`config.mk`:
```
export PLATFORM = sky130hd
export DESIGN_NAME = tafm_ctrl
export DESIGN_NICKNAME = d
export VERILOG_FILES = /design/src/rtl/tafm_pkg.sv /design/src/rtl/tafm_ctrl.sv
export SDC_FILE = /design/constraint.sdc
export NUM_CORES = 1
export LEC_CHECK = 0
export BUFFER_PORTS_ARGS = -buffer_cell sky130_fd_sc_hd__buf_2
export CELL_PAD_IN_SITES_DETAIL_PLACEMENT = 1
export CELL_PAD_IN_SITES_GLOBAL_PLACEMENT = 1
export CORE_AREA = 4 4 41 43
export CTS_CLUSTER_SIZE = 40
export DETAILED_ROUTE_END_ITERATION = 6
export DIE_AREA = 0 0 45 47
export MAX_ROUTING_LAYER = met4
export PLACE_DENSITY_LB_ADDON = 0.1
export SKIP_CTS_REPAIR_TIMING = 1
export SLEW_MARGIN = 15
export SYNTH_ARGS = -nofsm -noshare
export SYNTH_HDL_FRONTEND = slang
export SYNTH_SLANG_ARGS = --single-unit
```
`constraint.sdc`:
```
create_clock -name clk -period 1.31 [get_ports clk]
set_input_delay 0.1965 -clock clk [delete_from_list [all_inputs] [get_ports clk]]
set_output_delay 0.1965 -clock clk [all_outputs]
set_load 0.01 [all_outputs]
```
`src/rtl/tafm_pkg.sv`:
```
`default_nettype none
package tafm_pkg;

  localparam int FRAME_DEPTH      = 64;
  localparam int SLOTS_PER_FRAME  = 64;
  localparam int MAX_CALL_ARGS    = 16;
  localparam int ARG_BUFFER_DEPTH = 64;
  localparam int PROGRAM_DEPTH    = 4096;

  localparam int LVL_W  = $clog2(FRAME_DEPTH);
  localparam int SLOT_W = $clog2(SLOTS_PER_FRAME);
  localparam int ARG_W  = $clog2(MAX_CALL_ARGS);
  localparam int PEND_W = $clog2(ARG_BUFFER_DEPTH);
  localparam int PC_W   = $clog2(PROGRAM_DEPTH);

  localparam logic [4:0] OP_DEFFUNC   = 5'd0;
  localparam logic [4:0] OP_ENDFUNC   = 5'd1;
  localparam logic [4:0] OP_LOADIMM   = 5'd2;
  localparam logic [4:0] OP_ADD       = 5'd3;
  localparam logic [4:0] OP_SUB       = 5'd4;
  localparam logic [4:0] OP_MUL       = 5'd5;
  localparam logic [4:0] OP_DIV       = 5'd6;
  localparam logic [4:0] OP_EQ        = 5'd7;
  localparam logic [4:0] OP_LT        = 5'd8;
  localparam logic [4:0] OP_GT        = 5'd9;
  localparam logic [4:0] OP_STORE     = 5'd10;
  localparam logic [4:0] OP_JMPFALSE  = 5'd11;
  localparam logic [4:0] OP_JMP       = 5'd12;
  localparam logic [4:0] OP_PUSHARG   = 5'd13;
  localparam logic [4:0] OP_CALL      = 5'd14;
  localparam logic [4:0] OP_BINDPARAM = 5'd15;
  localparam logic [4:0] OP_RETURN    = 5'd16;

  localparam logic [2:0] FLT_NONE    = 3'd0;
  localparam logic [2:0] FLT_DIV0    = 3'd1;
  localparam logic [2:0] FLT_FRAME   = 3'd2;
  localparam logic [2:0] FLT_TOP_RET = 3'd3;
  localparam logic [2:0] FLT_ARGS    = 3'd4;

  typedef enum logic [3:0] {
    S_IDLE, S_RDA, S_RDB, S_EXEC, S_DIV, S_COPY, S_RETRD, S_WRITE
  } state_t;

  typedef struct packed {
    logic load;
    logic rda;
    logic rdb;
    logic exec;
    logic div;
    logic copy;
    logic retrd;
    logic write;
  } cmd_t;

  typedef struct packed {
    logic out_free;
    logic div_go;
    logic call_go;
    logic ret_go;
    logic div_done;
    logic copy_last;
  } sts_t;

endpackage
`default_nettype wire

```
`src/rtl/tafm_ctrl.sv`:
```
`default_nettype none
module tafm_ctrl
  import tafm_pkg::*;
(
  input  wire logic clk,
  input  wire logic rst,
  input  wire logic s_tvalid,
  output logic      s_tready,
  input  wire sts_t sts,
  output cmd_t      cmd
);

  state_t state, state_next;

  always_ff @(posedge clk) begin
    if (rst) begin
      state <= S_IDLE;
    end else begin
      state <= state_next;
    end
  end

  always_comb begin
    state_next = state;
    cmd        = '0;
    s_tready   = 1'b0;
    case (state)
      S_IDLE: begin
        s_tready = sts.out_free;
        if (s_tvalid && sts.out_free) begin
          cmd.load   = 1'b1;
          state_next = S_RDA;
        end
      end
      S_RDA: begin
        cmd.rda    = 1'b1;
        state_next = S_RDB;
      end
      S_RDB: begin
        cmd.rdb    = 1'b1;
        state_next = S_EXEC;
      end
      S_EXEC: begin
        cmd.exec = 1'b1;
        if (sts.div_go) begin
          state_next = S_DIV;
        end else if (sts.call_go) begin
          state_next = S_COPY;
        end else if (sts.ret_go) begin
          state_next = S_RETRD;
        end else begin
          state_next = S_WRITE;
        end
      end
      S_DIV: begin
        cmd.div = 1'b1;
        if (sts.div_done) begin
          state_next = S_WRITE;
        end
      end
      S_COPY: begin
        cmd.copy = 1'b1;
        if (sts.copy_last) begin
          state_next = S_WRITE;
        end
      end
      S_RETRD: begin
        cmd.retrd  = 1'b1;
        state_next = S_WRITE;
      end
      S_WRITE: begin
        cmd.write  = 1'b1;
        state_next = S_IDLE;
      end
      default: begin
        state_next = S_IDLE;
      end
    endcase
  end

endmodule
`default_nettype wire

```
==> results.md <==
- Crit path max fanout: 3
- DRC Markers: 0
- First-pass GRT wire length: 1170 microns
- Largest register FFs: 3
- Cts bufs inserted: 3
- Largest reg by FF count: state
- Largest family of logic cells by synthesized area: simple AND/OR/NAND/NOR gates
- Core Footprint: 0.00130 sq mm
- Post-Route WL: 745 microns
- Worst-Margin Slew: 178 ps
- Tmin final: 1290 ps
- Slew HR: 88.1%
- Dominant cell type by area after synthesis: dfxtp_1
- Pwr dens: 843 mW/mm^2
- CP startpoint kind: register
- Synth async-reset ratio: 0%
- Post-Synth Adder-Cell Area: 0%
- Worst Path Buf+Inv: 1
- Cell Area, Synth: 269 sq um
- Placed cells: 63
- GPL Wtd Cong: 0.687
- Die ar.: 0.00212 sq mm
- Post-synth top flop: dfxtp_1
- Net count after synthesis: 40
- Mean routed wirelength per cell: 11.1 microns
- Dpl ws: 185 ps
- Post-synth EDFFs: 0
- Die X: 45 microns
- Achievable Freq: 776 MHz
- Hold Path Sink: state[2]
- Peak VDD IR: 0.000219 V
- Max_cap viols: 0
- Clock root buffer: clkbuf_4
- Final setup violation count: 0
- Number of H-tree levels: 1
- Family with the most delay on the worst path: simple AND/OR/NAND/NOR gates
- Port Buffers: 17
- Reg2reg start: state[2]
- RSZ-0062 raised after global routing: yes
- Largest regs: state x3
- Setup Total Neg Slack: 0 ps
- Drt pass-1 iters: 1
- Period utilization: 98.3%
- Critical path class: register to output port
- Hold_sp: rst
- Design area: 428 sq um
- Final Slew Violations: 0
- Clock Tree Buf Depth: 2
- Finished Layout Cells: 67
- Worst min path class: primary input to register
- Vias in the first global route: 291
- Starting density of the core: 20.7%
- Clock slew at reported path FFs: 30 ps
- CTS tree: built
- Global routing usage summed across all routing layers: 8.62%
- CP required: 1110 ps
- Number of routed nets with antenna violations: 0
- Setup Skew: 0.829 ps
- Hold depth: 2
- Synth Area in Compound Gates: 22.3%
- Critical path's largest stage delay: 330 ps
- Final Power: 0.361 mW
- Ant. Diodes: 0
- Critical-path top delay cell: dfxtp_2
- Clock Latency Late Sink: 230 ps
- P&R area growth vs syn: 59.1%
- Mux cell area share after synthesis: 0%
- Synth unique cells: 21
- Io pins: 18
- Vias: 302
- Pin count of the biggest net entering global routing: 9
- Antenna violations before repair: 0
- Final Core Density: 32.9%
- Arrival time at the worst endpoint: 1090 ps
- Hold WS: 136 ps
- Post-Synth Simple-Gate Area: 42.8%
- R2R cell count: 4
- Post-synthesis xor/xnor area fraction: 3.26%
- Register area share after synthesis: 22.3%
- Share of layout cells above drive strength 1: 65.4%
- Final Hold Fails: 0
- Cell Chain, Critical Path: nor2_4 > and3_1 > and2_1 > buf_2
- Detailed Place HPWL: 633 microns
- Synthesized flop and latch total: 3
- Syn Inst Count: 31
- Initial DRC Count: 0
- Synth cell count leaders: nor2_1, nor3b_1, dfxtp_1, buf_2, nand2_1
- Num rows: 13
- Area contributors post-synth: dfxtp_1, nor3b_1, o31ai_4
- Status: finished clean
- Clock sink count: 3
- Reg2Reg Setup Slack: 180 ps
- PnR worst setup slack: 21.9 ps
- Syn avg cell area: 8.68 sq um
- Synth top area share: 22.3%
- Die Ht: 47 microns
- Nets: 62
- Crit. End Element: output port
- Grt ovf: 0
- Reg2reg end: state[1]
- DR vias/cell: 4.51
- P_leak: 0.205 nW
- DP Area: 374 sq um
- Ys Warns: 0
[per-layer routing]
layer  vias up  routed length (microns)  share of wire (%)  global-route usage [%]
met4         0                       19                2.6                    12.3
met2        16                      343                 46                    11.9
met1       135                      304                 41                    8.80
li1        149                        -                  -                       -
met3         2                       77                 10                    1.53
met5         -                        0                  0                       -
[report_power, final]
group          internal (mW)  switching [mW]
combinational         0.0487          0.0452
clock                  0.114          0.0448
sequential            0.0989         0.00908
[how the worst max path moves through the flow]
stage / start / cells past startpoint / end / slack, ps
floorplan: state[0] / 4 / cmd[7] / 130
global placement: state[0] / 4 / cmd[7] / 210
detailed placement: state[0] / 4 / cmd[7] / 180
CTS: state[0] / 4 / cmd[7] / -70
global route: state[0] / 4 / cmd[4] / -40
finish: state[1] / 4 / cmd[7] / 20
[cells in the final DEF (no fill, tap or decap)]
cell      count
a221oi_2      1
a31o_1        1
a31oi_1       1
and2_1        1
and3_1        1
buf_2        17
buf_4         2
buf_6         1
clkbuf_1      1
clkbuf_4      3
dfxtp_2       2
dfxtp_4       1
inv_4         1
nand2_1       2
nand2b_1      1
nand3_1       1
nand3b_4      1
nor2_1        4
nor2_4        1
nor3_1        1
nor3b_1       2
nor3b_2       2
o21ai_2       1
o31ai_4       1
or2b_1        1
xnor2_1       1
[logic make-up (layout without fill, tap and decap cells)]
group | after synthesis | after routing
XOR/XNOR | 1 | 1
AO/OA/AOI/OAI | 5 | 5
flip-flops | 3 | 3
buffers and inverters | 4 | 25
AND/OR/NAND/NOR | 18 | 18
[area by class of cell]
class | instances | area (sq um)
multi-input cells | 24 | 199
repair buffers | 20 | 111
inverters | 1 | 6.26
flip-flops and latches | 3 | 66.3
fillers | 172 | 873
well taps | 15 | 18.8
clock buffers | 4 | 26.3
(Power assumes the default switching activity.)
